--- config.mk ---
export PLATFORM = sky130hd
export DESIGN_NAME = mfb_front_flat
export DESIGN_NICKNAME = d
export VERILOG_FILES = /design/src/rtl/monochrome_framebuffer_fill_and_flush_defines.svh /design/src/rtl/mfb_pkg.sv /design/src/rtl/mfb_if.sv /design/src/rtl/mfb_front.sv /design/src/flat_wrapper.sv
export SDC_FILE = /design/constraint.sdc
export NUM_CORES = 1
export LEC_CHECK = 0
export BUFFER_PORTS_ARGS = -buffer_cell sky130_fd_sc_hd__buf_2
export CAP_MARGIN = 40
export CORE_UTILIZATION = 35
export DETAILED_ROUTE_END_ITERATION = 6
export GPL_ROUTABILITY_DRIVEN = 0
export GPL_TIMING_DRIVEN = 0
export HOLD_SLACK_MARGIN = 0.08
export SLEW_MARGIN = 20
export SYNTH_ARGS = -nofsm -noshare
export SYNTH_HDL_FRONTEND = slang
export SYNTH_SLANG_ARGS = --single-unit
--- constraint.sdc ---
create_clock -name i_clk -period 14.65 [get_ports i_clk]
set_input_delay 1.465 -clock i_clk [delete_from_list [all_inputs] [get_ports i_clk]]
set_output_delay 1.465 -clock i_clk [all_outputs]
set_load 0.01 [all_outputs]
--- src/rtl/monochrome_framebuffer_fill_and_flush_defines.svh ---
// ---------------------------------------------------------------------------
// Assertion macros
// Shared assertion helpers for the framebuffer block.
// ---------------------------------------------------------------------------
`ifndef MONOCHROME_FRAMEBUFFER_FILL_AND_FLUSH_DEFINES_SVH
`define MONOCHROME_FRAMEBUFFER_FILL_AND_FLUSH_DEFINES_SVH
`ifndef ASSERT_OFF
`define MFB_ASSERT(label, clk, rst_n, prop, msg) \
    label: assert property (@(posedge clk) disable iff (!rst_n) prop) else $error(msg);
`define MFB_ASSERT_NEXT(label, clk, rst_n, cond, nxt, msg) \
    label: assert property (@(posedge clk) disable iff (!rst_n) cond |=> nxt) else $error(msg);
`else
`define MFB_ASSERT(label, clk, rst_n, prop, msg)
`define MFB_ASSERT_NEXT(label, clk, rst_n, cond, nxt, msg)
`endif
`endif

--- src/rtl/mfb_pkg.sv ---
// ---------------------------------------------------------------------------
// Framebuffer package
// Types and constants shared by the framebuffer modules.
// ---------------------------------------------------------------------------
`default_nettype none
package mfb_pkg;
    localparam int SCREEN_WIDTH  = 128;
    localparam int SCREEN_HEIGHT = 32;
    localparam int CHUNK_BYTES   = 64;
    localparam int CMD_DEPTH     = 2;
    localparam int XW = 8;
    localparam int YW = 6;
    localparam int RW = $clog2(SCREEN_HEIGHT);
    localparam int BW = $clog2(CHUNK_BYTES);
    localparam int CBITS = CHUNK_BYTES * 8;

    typedef enum logic {
        OP_FILL  = 1'b0,
        OP_FLUSH = 1'b1
    } t_op;

    typedef struct packed {
        t_op          op;
        logic [XW-1:0] x;
        logic [YW-1:0] y;
        logic [XW-1:0] w;
        logic [YW-1:0] h;
        logic         color;
    } t_cmd;

    typedef enum logic [2:0] {
        ST_IDLE,
        ST_FILL,
        ST_SHAPE,
        ST_GATHER,
        ST_EMIT,
        ST_EMPTY
    } t_state;
endpackage
`default_nettype wire

--- src/rtl/mfb_if.sv ---
// ---------------------------------------------------------------------------
// Framebuffer channels
// Valid/ready channels for input items and result beats.
// ---------------------------------------------------------------------------
`default_nettype none
interface mfb_in_if;
    logic        valid;
    logic        ready;
    logic        mode;
    logic [15:0] rect_x;
    logic [15:0] rect_y;
    logic [15:0] rect_w;
    logic [15:0] rect_h;
    logic        color;
    modport source (output valid, mode, rect_x, rect_y, rect_w, rect_h, color, input ready);
    modport sink (input valid, mode, rect_x, rect_y, rect_w, rect_h, color, output ready);
endinterface

`default_nettype wire

--- src/rtl/mfb_front.sv ---
// ---------------------------------------------------------------------------
// Framebuffer front end
// Clips fill rectangles, drops empty ones and queues commands.
// ---------------------------------------------------------------------------
`default_nettype none
module mfb_front
    import mfb_pkg::*;
(
    input  wire logic i_clk,
    input  wire logic i_rst_n,
    mfb_in_if.sink    i_in,
    output t_cmd      o_cmd,
    output logic      o_cmd_valid,
    input  wire logic i_cmd_pop
);
    t_cmd       r_q [CMD_DEPTH];
    logic [1:0] r_cnt;
    logic       r_rd;
    logic       r_wr;
    logic signed [17:0] x0, y0, w0, h0, x1, y1, w1, h1;
    logic keep;
    t_cmd cmd;
    logic push;

    always_comb begin
        x0 = 18'(signed'(i_in.rect_x));
        y0 = 18'(signed'(i_in.rect_y));
        w0 = 18'(signed'(i_in.rect_w));
        h0 = 18'(signed'(i_in.rect_h));
        x1 = x0; w1 = w0; y1 = y0; h1 = h0;
        if (x0 < 0) begin
            w1 = w0 + x0;
            x1 = '0;
        end
        if (y0 < 0) begin
            h1 = h0 + y0;
            y1 = '0;
        end
        keep = (w1 > 0) && (h1 > 0) && (x1 < SCREEN_WIDTH) && (y1 < SCREEN_HEIGHT);
        if (x1 + w1 > SCREEN_WIDTH) w1 = 18'(SCREEN_WIDTH) - x1;
        if (y1 + h1 > SCREEN_HEIGHT) h1 = 18'(SCREEN_HEIGHT) - y1;
        cmd.op = t_op'(i_in.mode);
        cmd.x = XW'(x1);
        cmd.y = YW'(y1);
        cmd.w = XW'(w1);
        cmd.h = YW'(h1);
        cmd.color = i_in.color;
        if (i_in.mode == OP_FLUSH) keep = 1'b1;
    end

    assign i_in.ready = (r_cnt != 2'(CMD_DEPTH));
    assign push = i_in.valid && i_in.ready && keep;
    assign o_cmd_valid = (r_cnt != '0);
    assign o_cmd = r_q[r_rd];

    always_ff @(posedge i_clk) begin
        if (!i_rst_n) begin
            r_cnt <= '0;
            r_rd <= 1'b0;
            r_wr <= 1'b0;
        end else begin
            if (push) begin
                r_q[r_wr] <= cmd;
                r_wr <= ~r_wr;
            end
            if (i_cmd_pop) r_rd <= ~r_rd;
            r_cnt <= r_cnt + 2'(push) - 2'(i_cmd_pop);
        end
    end
endmodule
`default_nettype wire

--- src/flat_wrapper.sv ---
// flat-port wrapper written by rule: the top's interface ports become plain ports
module mfb_front_flat import mfb_pkg::*;
  (i_clk, i_rst_n, o_cmd, o_cmd_valid, i_cmd_pop, i_in_valid, i_in_mode, i_in_rect_x, i_in_rect_y, i_in_rect_w, i_in_rect_h, i_in_color, i_in_ready);
  mfb_in_if i_in_i ();
  input  wire logic i_clk;
  input  wire logic i_rst_n;
  output t_cmd o_cmd;
  output logic o_cmd_valid;
  input  wire logic i_cmd_pop;
  input wire logic [$bits(i_in_i.valid)-1:0] i_in_valid;
  input wire logic [$bits(i_in_i.mode)-1:0] i_in_mode;
  input wire logic [$bits(i_in_i.rect_x)-1:0] i_in_rect_x;
  input wire logic [$bits(i_in_i.rect_y)-1:0] i_in_rect_y;
  input wire logic [$bits(i_in_i.rect_w)-1:0] i_in_rect_w;
  input wire logic [$bits(i_in_i.rect_h)-1:0] i_in_rect_h;
  input wire logic [$bits(i_in_i.color)-1:0] i_in_color;
  output wire logic [$bits(i_in_i.ready)-1:0] i_in_ready;
  assign i_in_i.valid = i_in_valid;
  assign i_in_i.mode = i_in_mode;
  assign i_in_i.rect_x = i_in_rect_x;
  assign i_in_i.rect_y = i_in_rect_y;
  assign i_in_i.rect_w = i_in_rect_w;
  assign i_in_i.rect_h = i_in_rect_h;
  assign i_in_i.color = i_in_color;
  assign i_in_ready = i_in_i.ready;
  mfb_front u_core (.i_clk(i_clk), .i_rst_n(i_rst_n), .i_in(i_in_i), .o_cmd(o_cmd), .o_cmd_valid(o_cmd_valid), .i_cmd_pop(i_cmd_pop));
endmodule
* After elaboration in Yosys (flattened, before gate mapping)
Memories as Yosys holds them, arrays and structs flattened. A register that Yosys moved wholly into a read port is not among the register bits. Index checks and enable logic that the tools add are counted.
Word-level totals: logic and storage cells 41, bits of input ports 70, memories kept 1, bits in writable memories 60, bits in registers 4
Memory list:
- u_core.r_q | depth 2, bits a word 30, read ports 1, clocked after Yosys merged registers in 1, wr ports 1, RTL line mfb_front.sv:16 | t_cmd r_q [CMD_DEPTH];
Operators by class: muxes and demuxes 12, magnitude comparators 8, bitwise gates (word level) 2, reduce and logical (&&, ||, !) cells 6, equal/unequal tests 1, add/subtract/negate cells 8
Operators by type and width (count):
- $mux W18 | 4
- $add A18 B18 Y19 | 2
- $gt A18 B1 Y1 const B | 2
- $add A16 B16 Y17 | 2
- $gt A32 B7 Y1 const B | 1
- $gt A32 B9 Y1 const B | 1
- $lt A16 B1 Y1 const B | 2
- $lt A18 B7 Y1 const B | 1
- $lt A18 B9 Y1 const B | 1
- $mux W8 | 1
- $sub A8 B8 Y8 const A | 1
- $mux W1 | 6
- $mux W6 | 1
- $sub A6 B6 Y6 const A | 1
- $logic_and A1 B1 Y1 | 5
- $add A2 B1 Y2 | 1
- $ne A2 B2 Y1 const B | 1
- $not A1 Y1 | 2
- $reduce_bool A2 Y1 | 1
- $sub A2 B1 Y2 | 1

* Depth between registers and ports, before layout
Gate-level depths: netlist of the first run.
word-level depth 11, depth in mapped cells 22, depth with buffers taken out 21

* Least setup slack after synthesis of the first run
OpenSTA, ideal clock, no wires.
path type input port to flip-flop, start point input port i_in_rect_w[0], end point memory u_core.r_q[0][0] (netlist bit), enable pin, stages on the path 12, path buffers 0, arrival 5625 ps, slack 8562 ps, library setup time 463 ps, path through ha_1 > inv_1 > fa_1 > nor2b_1 > o21a_1 > o31ai_1 > a21oi_1 > o211ai_1 > nor4_1 > o211a_1 > o41ai_1 > a211oi_1
Between the ends: cells in the longest elaborated chain, start to end 11
Ends and longest elaborated chain:
- from (decl) | RTL line flat_wrapper.sv:14 | input wire logic [$bits(i_in_i.rect_w)-1:0] i_in_rect_w;
- $add A16 B16 Y17 | RTL line mfb_front.sv:32 | w1 = w0 + x0;
- $mux W18 * | RTL line mfb_front.sv:31 | if (x0 < 0) begin
- $gt A18 B1 Y1 * | RTL line mfb_front.sv:39 | keep = (w1 > 0) && (h1 > 0) && (x1 < SCREEN_WIDTH) && (y1 < SCREEN_HEIGHT);
- $logic_and A1 B1 Y1 * (3 in series) | RTL line mfb_front.sv:39
- $mux W1 * | RTL line mfb_front.sv:48 | if (i_in.mode == OP_FLUSH) keep = 1'b1;
- $logic_and A1 B1 Y1 * | RTL line mfb_front.sv:52 | assign push = i_in.valid && i_in.ready && keep;
- $mux W1 * | RTL line mfb_front.sv:62 | if (push) begin
- $mux W1 * | RTL line mfb_front.sv:57 | if (!i_rst_n) begin
- $mux W1 (not written as such) * | RTL line mfb_front.sv:63 | r_q[r_wr] <= cmd;
- to (decl) | RTL line mfb_front.sv:16
Mark *: on every way between the ends. The rest lies on a longest branch, timed or not.

* Worst setup path in the final report of the first run
start point input port i_in_rect_y[15], end point memory u_core.r_q[0][6] (netlist bit) (data pin)
Between the ends: cells in the longest elaborated chain, start to end 5, elaborated cells between the ends (all ways) 8, those cells by class add/sub: 3; order compare: 2; mux: 3
Ends and longest elaborated chain:
- from (decl) | RTL line flat_wrapper.sv:13 | input wire logic [$bits(i_in_i.rect_y)-1:0] i_in_rect_y;
- $add A16 B16 Y17 or $lt A16 B1 Y1 (tied branches) | RTL line mfb_front.sv:36, mfb_front.sv:35
- $mux W18 | RTL line mfb_front.sv:35 | if (y0 < 0) begin
- $add A18 B18 Y19 | RTL line mfb_front.sv:41 | if (y1 + h1 > SCREEN_HEIGHT) h1 = 18'(SCREEN_HEIGHT) - y1;
- $gt A32 B7 Y1 | RTL line mfb_front.sv:41
- $mux W6 * | RTL line mfb_front.sv:41
- named net u_core.h1[5] | RTL line mfb_front.sv:20 | logic signed [17:0] x0, y0, w0, h0, x1, y1, w1, h1;
The timed path passes the listed nets; every way through them passes the cells marked *.

==> flow_summary_export.csv, run 1 <==
group,metric,value,unit
status,status,"completed",
synthesis,yosysUniqueCellTypes,84,
sta,setup_tns,0,ns
place,io_buffers,101,
critical_path,critical_path_class,"in2reg",
power,pwr_density_cell,93.7,mW/mm^2
clocking,cts.repair.resized,0,
detailed_routing,drt-total-wl,17400,microns
critical_path,path_max_fanout,10,
clocking,postCtsSetupRepairBufs,0,
clocking,cts_buffers,9,
clocking,cts-htree-levels,3,
sta,finalSetupViolCount,0,
power,power.leakage,3.39,nW
sta,max_slew_margin,54.8,%
detailed_routing,vias,5804,
synthesis,syn_inst,711,
detailed_routing,firstDrtPassIters,4,
die,die-area,0.0198,sq mm
clocking,insertion_delay,0.33,ns
grt,antenna_found_initial,0,
final_layout,areaGrowthSynthToFinish,17.7,%
die,rows,50,
final_layout,fin_nets,965,
grt,grt_pass1_wl,28000,microns
synthesis,netlist_top_cells_area,"edfxtp_1 (27%), ha_1 (12%), mux2_2 (6.2%)",
place,pre_cts_slack,8.00,ns
final_layout,postLayoutCoreUtil,42.3,%
die,initial_core_util,35.9,%
detailed_routing,top_layer,"met4",
clocking,hold_buffers,0,
synthesis,synth_edf_count,60,
final_layout,drive_gt1_share,24.0,%
sta,setup_ws,8.27,ns
detailed_routing,wl_met1,8770,microns
power,ir_drop,0.0000675,V
detailed_routing,ant_nets,0,
sta,tightest_slew,0.678,ns
detailed_routing,wl_per_cell,16.4,microns
grt,grt_max_degree,17,
synthesis,synth-seq-area-share,28.2,%
grt,grt_usage,17.8,%
die,ios,102,
clocking,cts_tree,"built",
final_layout,n_antenna_cell,0,
sta,finClkSkew,0.00776,ns
sta,clock.fmax,157,MHz
synthesis,synth-main-ff-cell,"edfxtp_1",
critical_path,crit_arrival,6.45,ns
flow_run,maxCapViolCount,0,
sta,final-max-slew-violation-count,0,
clocking,clock_sinks,65,
clocking,ctsLongestPathBuffers,2,
sta,rsz0062_at_grt,"false",
detailed_routing,route.met3.wl,658,microns
detailed_routing,wl_met2,7770,microns
detailed_routing,drc_errors,0,
critical_path,crit_required,14.72,ns
critical_path,end_kind,"flip-flop",
die,core,0.0188,sq mm
clocking,clkTransAtPathRegs,0.05,ns
die,die_x,141,microns
grt,overflow,0,
sta,hold_viol,0,
synthesis,yosysTopAreaCell,"edfxtp_1",
die,die_h,141,microns
synthesis,async_flop_share,0,%
synthesis,synth_area,0.00675,sq mm
sta,finalCritPeriodShare,43.6,%
sta,period_needed,6.38,ns
synthesis,synth_top_area_share,26.7,%
synthesis,yosysMostFrequentCell,"ha_1",
synthesis,syn_avg_cell_area,9.49,sq um
synthesis,synth_common_cells,"ha_1 (64), edfxtp_1 (60), nand2_1 (47)",
synthesis,syn_nets,849,
detailed_routing,via_per_inst,5.44,
critical_path,cp-start-kind,"input pin",
synthesis,ys_seq_elements,65,
min_path,min_path_type,"reg2reg",
synthesis,synth_warnings,0,
detailed_routing,drt_iter0_drc,287,
place,hpwl,14400,microns
grt,grt_pass1_vias,5537,
clocking,cts_root_buffer,"clkbuf_16",
## kinds of logic (layout without fill, tap and decap cells)
| family | Yosys count | after routing | share of synthesized area (%) |
|---|---|---|---|
| XOR/XNOR | 45 | 45 | 5.84 |
| buffers and inverters | 51 | 172 | 3.45 |
| AO/OA/AOI/OAI | 209 | 209 | 22.0 |
| AND/OR/NAND/NOR | 215 | 215 | 17.6 |
| multiplexers | 58 | 58 | 9.87 |
| flip-flops | 65 | 65 | 28.2 |
| adder cells (fa/ha/maj) | 68 | 68 | 13.1 |
## placed cells by master (no fill, tap or decap), types with 5 or more instances in the layout
cell	count
dfxtp_1	5
nand3_1	5
mux2_2	37
o211a_1	6
a211oi_1	7
nor4b_1	5
or3_1	9
mux2_4	7
ha_1	64
xor2_1	18
o31ai_1	5
nor2_1	35
clkbuf_1	10
nor4_1	9
buf_2	103
a31oi_1	11
a21o_1	23
nor3_1	22
o211ai_1	13
nor2b_1	36
inv_1	31
a21oi_1	35
clkbuf_16	9
o21ai_0	40
edfxtp_1	60
mux2i_1	11
and2_1	6
xnor2_1	27
o21a_1	14
nand2_1	47
nand4_1	5
## metal layers
layer | GRT usage, % | up-vias
li1 | - | 2954
met1 | 25.5 | 2728
met2 | 28.5 | 108
met3 | 2.17 | 14
met4 | 4.29 | 0
met5 | 0 | -
## critical path, cell delays in order
cell and delay (ns):
buf_2 0.18, buf_2 0.28, buf_1 0.46, clkbuf_1 0.45, buf_1 0.47, nor2_1 0.08, a21oi_1 0.31, ha_1 0.30
and4b_1 0.21, o31a_1 0.25, o21ai_1 0.24, o21bai_1 0.20, a311oi_1 0.33, nor3b_1 0.10, or2_0 0.21, a21o_1 0.21
a2bb2oi_4 0.29, mux2_1 0.38
## power by group
| part | leakage, nW | switching (mW) | internal (mW) |
|---|---|---|---|
| registers | 0.590 | 0.00256 | 0.216 |
| clock network | 0.157 | 0.0763 | 0.149 |
| logic | 2.65 | 0.167 | 0.133 |
| total | 3.39 | 0.246 | 0.498 |
## metrics by stage
stage	instance area [sq um]	total power, mW	hold WS (ns)	std cells
after floorplan	6750	0.444	0.440	711
after global placement	7540	0.518	0.448	1046
after detailed placement	7620	0.522	0.462	1050
after CTS	7940	0.750	0.475	1066
after global routing	7940	0.792	0.486	1066
final	7940	0.744	0.470	1066
## registers in the layout, summed over array words and instances (netlist names), named ones only
| name | count |
|---|---|
| u_core.r_q | 60 |
| u_core.r_cnt | 2 |
| u_core.r_rd | 1 |
| u_core.r_wr | 1 |
## path summary, 6_finish.rpt
| check | to | slack, ns | startpoint | depth (start not counted) |
|---|---|---|---|---|
| min reg2reg | u_core.r_wr | 0.47 | u_core.r_wr | 2 |
| min | u_core.r_wr | 0.47 | u_core.r_wr | 2 |
| max reg2reg | u_core.r_q[1][14] | 12.32 | u_core.r_cnt[0] | 8 |
| max | u_core.r_q[0][6] | 8.27 | i_in_rect_y[15] | 18 |
## area by class of cell
type / instances / area [sq um]
Fill cell: 1903 / 10800
Multi-Input combinational cell: 595 / 4630
Sequential cell: 65 / 1900
Timing Repair Buffer: 105 / 571
Tap cell: 234 / 293
Clock buffer: 9 / 225
Inverter: 32 / 120
Buffer: 19 / 113
Clock inverter: 7 / 95.1
Power figures use the tool's default switching activity.
==> run 2, diff against run 1 <==
--- a/config.mk
+++ b/config.mk
@@ -5,6 +5,7 @@
 export SDC_FILE = /design/constraint.sdc
 export NUM_CORES = 1
 export LEC_CHECK = 0
+export ABC_AREA = 1
 export BUFFER_PORTS_ARGS = -buffer_cell sky130_fd_sc_hd__buf_2
 export CAP_MARGIN = 40
 export CORE_UTILIZATION = 35
==> constraint.sdc (replaced) <==
create_clock -name i_clk -period 6.5 [get_ports i_clk]
set_input_delay 0.65 -clock i_clk [delete_from_list [all_inputs] [get_ports i_clk]]
set_output_delay 0.65 -clock i_clk [all_outputs]
set_load 0.01 [all_outputs]
==> flow_summary_export.csv, run 2 <==
group,metric,value,unit
status,status,"complete, but fails checks",
status,violations,"DRC",
critical_path,crit_top_cell,"nand2_1",
place,io_buffers,101,
synthesis,yosysUniqueCellTypes,46,
synthesis,ys_seq_elements,65,
synthesis,syn_nets,1275,
sta,hold_ws,0.517,ns
min_path,hold_depth,1,
sta,finalSetupViolCount,0,
sta,finClkSkew,0.00569,ns
critical_path,reg2regPathDepth,6,
detailed_routing,drt_iter0_drc,443,
synthesis,yosysTopAreaCell,"edfxtp_1",
detailed_routing,drc_errors,2,
clocking,cts_buffers,9,
detailed_routing,via_per_inst,4.73,
grt,grt_pass1_vias,6829,
sta,max_slew_margin,54.1,%
clocking,cts-htree-levels,3,
power,p_seq_share,28.2,%
sta,tightest_slew,0.688,ns
final_layout,largest_register_ffs,60,
synthesis,synth_edf_count,60,
power,power_frac_clock,31.3,%
synthesis,netlist_top_cells_area,"edfxtp_1 (23%), nand2_1 (16%), ha_1 (10%)",
clocking,postCtsSetupRepairBufs,0,
die,core,0.0218,sq mm
detailed_routing,firstDrtPassIters,7,
critical_path,path_max_fanout,7,
detailed_routing,drt-total-wl,20400,microns
critical_path,cp_slowest_cell,"ha_1",
clocking,insertion_delay,0.33,ns
final_layout,drive_gt1_share,20.6,%
critical_path,r2r_start,"u_core.r_cnt[0]",
power,ir_drop,0.000137,V
final_layout,nFillCells,2339,
critical_path,cp-start-kind,"input pin",
final_layout,regMostFlops,"u_core.r_q",
synthesis,synth_area,0.00774,sq mm
power,switchingPower,0.616,mW
grt,grt_max_degree,31,
synthesis,async_flop_share,0,%
clocking,hold_buffers,0,
synthesis,synth_top_area_share,23.3,%
sta,clock.fmax,246,MHz
grt,antenna_found_initial,1,
detailed_routing,ant_nets,0,
synthesis,syn_avg_cell_area,6.81,sq um
synthesis,yosysMostFrequentCell,"nand2_1",
critical_path,crit_arrival,4.12,ns
min_path,hp-start,"i_in_color",
synthesis,synth-seq-area-share,24.6,%
die,die-area,0.0227,sq mm
sta,hold_viol,0,
detailed_routing,wl_per_cell,13.3,microns
grt,overflow,0,
min_path,min_path_type,"in2reg",
sta,final-max-slew-violation-count,0,
critical_path,crit_required,6.56,ns
synthesis,syn_inst,1137,
grt,grt_usage,18.5,%
synthesis,synth_warnings,0,
power,pwr_density_cell,193,mW/mm^2
final_layout,fin_nets,1388,
die,die_h,151,microns
place,hpwl,17300,microns
flow_run,maxCapViolCount,0,
clocking,clkTransAtPathRegs,0.05,ns
clocking,cts_root_buffer,"clkbuf_16",
clocking,cts_tree,"built",
synthesis,synth_common_cells,"nand2_1 (334), inv_1 (193), nand3_1 (107)",
grt,grt_pass1_wl,33100,microns
critical_path,timing.rr.end,"u_core.r_q[0][1]",
clocking,ctsLongestPathBuffers,2,
final_layout,reg.largest.list,"u_core.r_q x60, u_core.r_cnt x2",
clocking,cts.repair.resized,0,
critical_path,critical_path_class,"in2reg",
power,power.leakage,4.76,nW
critical_path,end_kind,"flip-flop",
power,power.share.combinational,40.5,%
die,initial_core_util,35.6,%
sta,period_needed,4.06,ns
critical_path,cpPeakStageDelay,0.38,ns
die,die_x,151,microns
sta,setup_tns,0,ns
die,ios,102,
final_layout,areaGrowthSynthToFinish,15.9,%
sta,rsz0062_at_grt,"false",
clocking,clock_sinks,65,
die,rows,54,
final_layout,final_common_cell,"nand2_1",
critical_path,cp-startpoint,"i_in_rect_h[0]",
sta,finalCritPeriodShare,62.5,%
power,internal_power,1.12,mW
min_path,whs_endpoint,"u_core.r_q[0][0]",
power,switching_share,35.6,%
critical_path,worst-r2r-setup-slack,4.90,ns
synthesis,synth-main-ff-cell,"edfxtp_1",
final_layout,layout_common_cells,"nand2_1 (334), inv_1 (192), nand3_1 (107), buf_2 (103), nor2_1 (83)",
detailed_routing,vias,7266,
-- run 2: cell count changes after synthesis, sizes merged, moves of 13 or more --
cell,delta
inv,+169
nor2b,-36
a21o,-21
or2,+15
nor3,-13
nor2,+63
nand2,+318
nand3b,+13
xnor2,-21
nand3,+114
mux2,-17
o21ai,-24
-- run 2: cells by family (layout without fill, tap and decap cells) --
kind of cell / after synthesis / after routing / share of synthesized area (%)
muxes: 30 / 30 / 4.37
buffers and inverters: 215 / 333 / 11.1
DFF: 65 / 65 / 24.6
other: 0 / 1 / 0
AOI/OAI and AO/OA: 85 / 85 / 6.81
adders and majority gates: 68 / 68 / 11.4
xor gates and xnor gates: 27 / 27 / 3.06
and+or+nand+nor: 647 / 647 / 38.7
-- run 2: layer usage --
| layer | up-vias | track usage, % | routed length [microns] |
|---|---|---|---|
| met5 | - | 0 | 0 |
| met1 | 3245 | 25.9 | 10200 |
| met4 | 0 | 4.40 | 271 |
| li1 | 3891 | - | - |
| met2 | 114 | 30.0 | 9100 |
| met3 | 16 | 2.18 | 769 |
-- run 2: final cells by class --
| cell class | count | area, sq um | area share, % |
|---|---|---|---|
| plain buffers | 15 | 105 | 1.17 |
| inverters | 200 | 751 | 8.37 |
| flip-flops and latches | 65 | 1900 | 21.2 |
| repair buffers | 102 | 526 | 5.86 |
| diodes | 1 | 2.50 | 0.0279 |
| clock inverters | 7 | 119 | 1.33 |
| multi-input cells | 857 | 4990 | 55.6 |
| clock buffers | 9 | 225 | 2.51 |
| well taps | 280 | 350 | 3.91 |
-- run 2: worst max path at each step --
stage	end	slack [ns]	depth (start not counted)
floorplan	u_core.r_q[1][0]	2.47	20
global placement	u_core.r_q[1][22]	1.00	21
detailed placement	u_core.r_q[1][2]	2.13	25
CTS	u_core.r_q[1][2]	2.45	25
global route	u_core.r_q[1][2]	1.95	25
finish	u_core.r_q[1][2]	2.44	25
-- run 2: critical path: cells and delay by family --
family                   cells  cell delay, ns
adder cells (fa/ha/maj)      3            0.92
AO/OA/AOI/OAI                5            0.92
buffers and inverters        5            0.51
AND/OR/NAND/NOR             12            1.11
-- run 2: power by group through the flow --
stage / sequential, mW / combinational (mW) / clock [mW]
after floorplan: 0.496 / 0.522 / 0
after global placement: 0.496 / 0.691 / 0
after detailed placement: 0.497 / 0.700 / 0
after CTS: 0.489 / 0.704 / 0.553
after global routing: 0.490 / 0.798 / 0.568
final: 0.488 / 0.703 / 0.542
-- run 2: stage by stage --
stage	total power, mW	cell area, sq um	util [%]	setup slack (ns)	std cells
detailed placement	1.20	8620	39.6	2.13	1519
global placement	1.19	8590	39.5	1.00	1518
finish	1.73	8970	41.2	2.44	1536
CTS	1.75	8960	41.2	2.45	1535
floorplan	1.02	7740	-	2.47	1137
global route	1.86	8960	41.2	1.95	1535
==> run 3, diff against run 2 <==
==> constraint.sdc (replaced) <==
create_clock -name i_clk -period 3.5 [get_ports i_clk]
set_input_delay 0.35 -clock i_clk [delete_from_list [all_inputs] [get_ports i_clk]]
set_output_delay 0.35 -clock i_clk [all_outputs]
set_load 0.01 [all_outputs]
==> flow_summary_export.csv, run 3 (synthesized netlist as in run 2, its figures left out) <==
group,metric,value,unit
grt,grt_max_degree,31,
final_layout,drive_gt1_share,30.3,%
die,die_x,151,microns
power,ir_drop,0.000352,V
power,power_frac_clock,29.5,%
final_layout,largest_register_ffs,60,
place,pre_cts_slack,-0.622,ns
die,die-area,0.0227,sq mm
detailed_routing,drc_errors,0,
power,power.leakage,4.81,nW
final_layout,stdcell_area,0.00969,sq mm
critical_path,path_max_fanout,8,
die,rows,54,
sta,period_needed,3.33,ns
final_layout,fin_nets,1394,
grt,overflow,0,
sta,hold_ws,0.220,ns
sta,hold_viol,0,
die,ios,102,
grt,grt_pass1_wl,34000,microns
critical_path,crit_arrival,3.40,ns
critical_path,cp-start-kind,"input pin",
clocking,cts-htree-levels,3,
detailed_routing,drt-total-wl,21600,microns
detailed_routing,firstDrtPassIters,5,
sta,max_slew_margin,55.9,%
detailed_routing,vias,7471,
sta,setup_tns,0,ns
power,totalPowerFinal,3.44,mW
sta,setup_ws,0.172,ns
critical_path,crit_required,3.57,ns
critical_path,end_kind,"flip-flop",
detailed_routing,drt_iter0_drc,372,
power,power.share.combinational,44.1,%
die,core,0.0218,sq mm
grt,grt_usage,19.0,%
final_layout,areaGrowthSynthToFinish,25.2,%
place,place_area,0.00863,sq mm
clocking,clock_sinks,65,
flow_run,maxCapViolCount,0,
final_layout,reg.largest.list,"u_core.r_q x60, u_core.r_cnt x2",
min_path,min_path_type,"in2reg",
clocking,insertion_delay,0.32,ns
final_layout,postLayoutCoreUtil,44.5,%
final_layout,n_antenna_cell,0,
power,switching_share,36.4,%
sta,finClkSkew,0.00478,ns
final_layout,regMostFlops,"u_core.r_q",
final_layout,layout_common_cells,"nand2_1 (293), inv_1 (186), buf_2 (101), nand3_1 (95), nor2_1 (74)",
die,die_h,151,microns
power,pwr_density_cell,355,mW/mm^2
final_layout,final_common_cell,"nand2_1",
status,status,"completed",
power,switchingPower,1.25,mW
power,internal_power,2.19,mW
sta,finalSetupViolCount,0,
detailed_routing,via_per_inst,4.85,
clocking,cts_root_buffer,"clkbuf_16",
grt,grt_pass1_vias,6920,
place,io_buffers,101,
sta,final-max-slew-violation-count,0,
place,dp_cells,1519,
sta,clock.fmax,300,MHz
die,initial_core_util,35.6,%
clocking,cts_buffers,9,
clocking,clkTransAtPathRegs,0.05,ns
clocking,ctsLongestPathBuffers,2,
clocking,cts_tree,"built",
detailed_routing,wl_per_cell,14.0,microns
place,hpwl,17400,microns
power,p_seq_share,26.4,%
sta,finalCritPeriodShare,95.1,%
sta,tightest_slew,0.660,ns
critical_path,worst-r2r-setup-slack,1.92,ns
critical_path,critical_path_class,"in2reg",
detailed_routing,ant_nets,0,
grt,antenna_found_initial,1,
final_layout,final_cell_count_no_fill,1541,
[run 3: cell types whose count changed in the layout (fill, tap and decap cells not counted), moves of 6 or more]
cell / delta
a21oi_1: -8
ha_4: +22
nand2_2: +37
ha_2: +11
nand2_1: -41
nor2_1: -9
nand3_2: +12
buf_4: +7
inv_1: -6
nor2_2: +6
ha_1: -33
nand3_1: -12
[run 3: final cells by class]
cell class / instances / area, sq um
Inverter: 200 / 753
Sequential cell: 65 / 1900
Buffer: 15 / 105
Multi-Input combinational cell: 858 / 5660
Clock buffer: 9 / 225
Fill cell: 2242 / 12100
Tap cell: 280 / 350
Timing Repair Buffer: 107 / 576
Clock inverter: 7 / 118
[run 3: what timing repair did]
item	in CTS	in global routing
setup buffers	0	5
gates resized for setup	14	141
pin swaps	3	34
gates cloned	0	1
setup endpoints to repair	26	78
hold buffers	0	0
[run 3: worst paths after layout]
path	start	end	cells after the start
setup / recovery	i_in_rect_w[2]	u_core.r_q[1][7]	22
hold / removal	i_in_color	u_core.r_q[1][0]	1
setup reg to reg	u_core.r_cnt[0]	u_core.r_q[0][7]	6
hold reg to reg	u_core.r_rd	flip-flop	2
[run 3: power groups by stage]
stage | clock [mW] | sequential (mW) | combinational, mW
2_1_floorplan | 0 | 0.920 | 0.971
3_3_place_gp | 0 | 0.922 | 1.28
3_5_place_dp | 0 | 0.923 | 1.30
4_1_cts | 1.04 | 0.908 | 1.32
5_1_grt | 1.06 | 0.910 | 1.70
6_report | 1.01 | 0.907 | 1.52
[run 3: worst max-delay path, stage by stage]
cell and delay (ns):
buf_2 0.11, ha_1 0.30, buf_6 0.14, a21oi_2 0.16, nand2_2 0.11, nand3_1 0.11, nand3_1 0.08, nand2_1 0.06
nand3_1 0.09, nand2_2 0.13, inv_1 0.05, ha_1 0.37, a21o_1 0.21, a31oi_1 0.19, nand3_1 0.12, xor2_1 0.15
nor2_1 0.09, nand2_1 0.09, nor2_4 0.15, nand3_4 0.14, nand3_1 0.11, nand2_2 0.08
[run 3: layer usage]
layer / up-vias / GRT usage, % / routed length, microns
li1: 3897 / - / -
met1: 3418 / 27.5 / 10800
met2: 132 / 30.1 / 9730
met3: 24 / 1.58 / 803
met4: 0 / 4.85 / 304
met5: - / 0 / 0
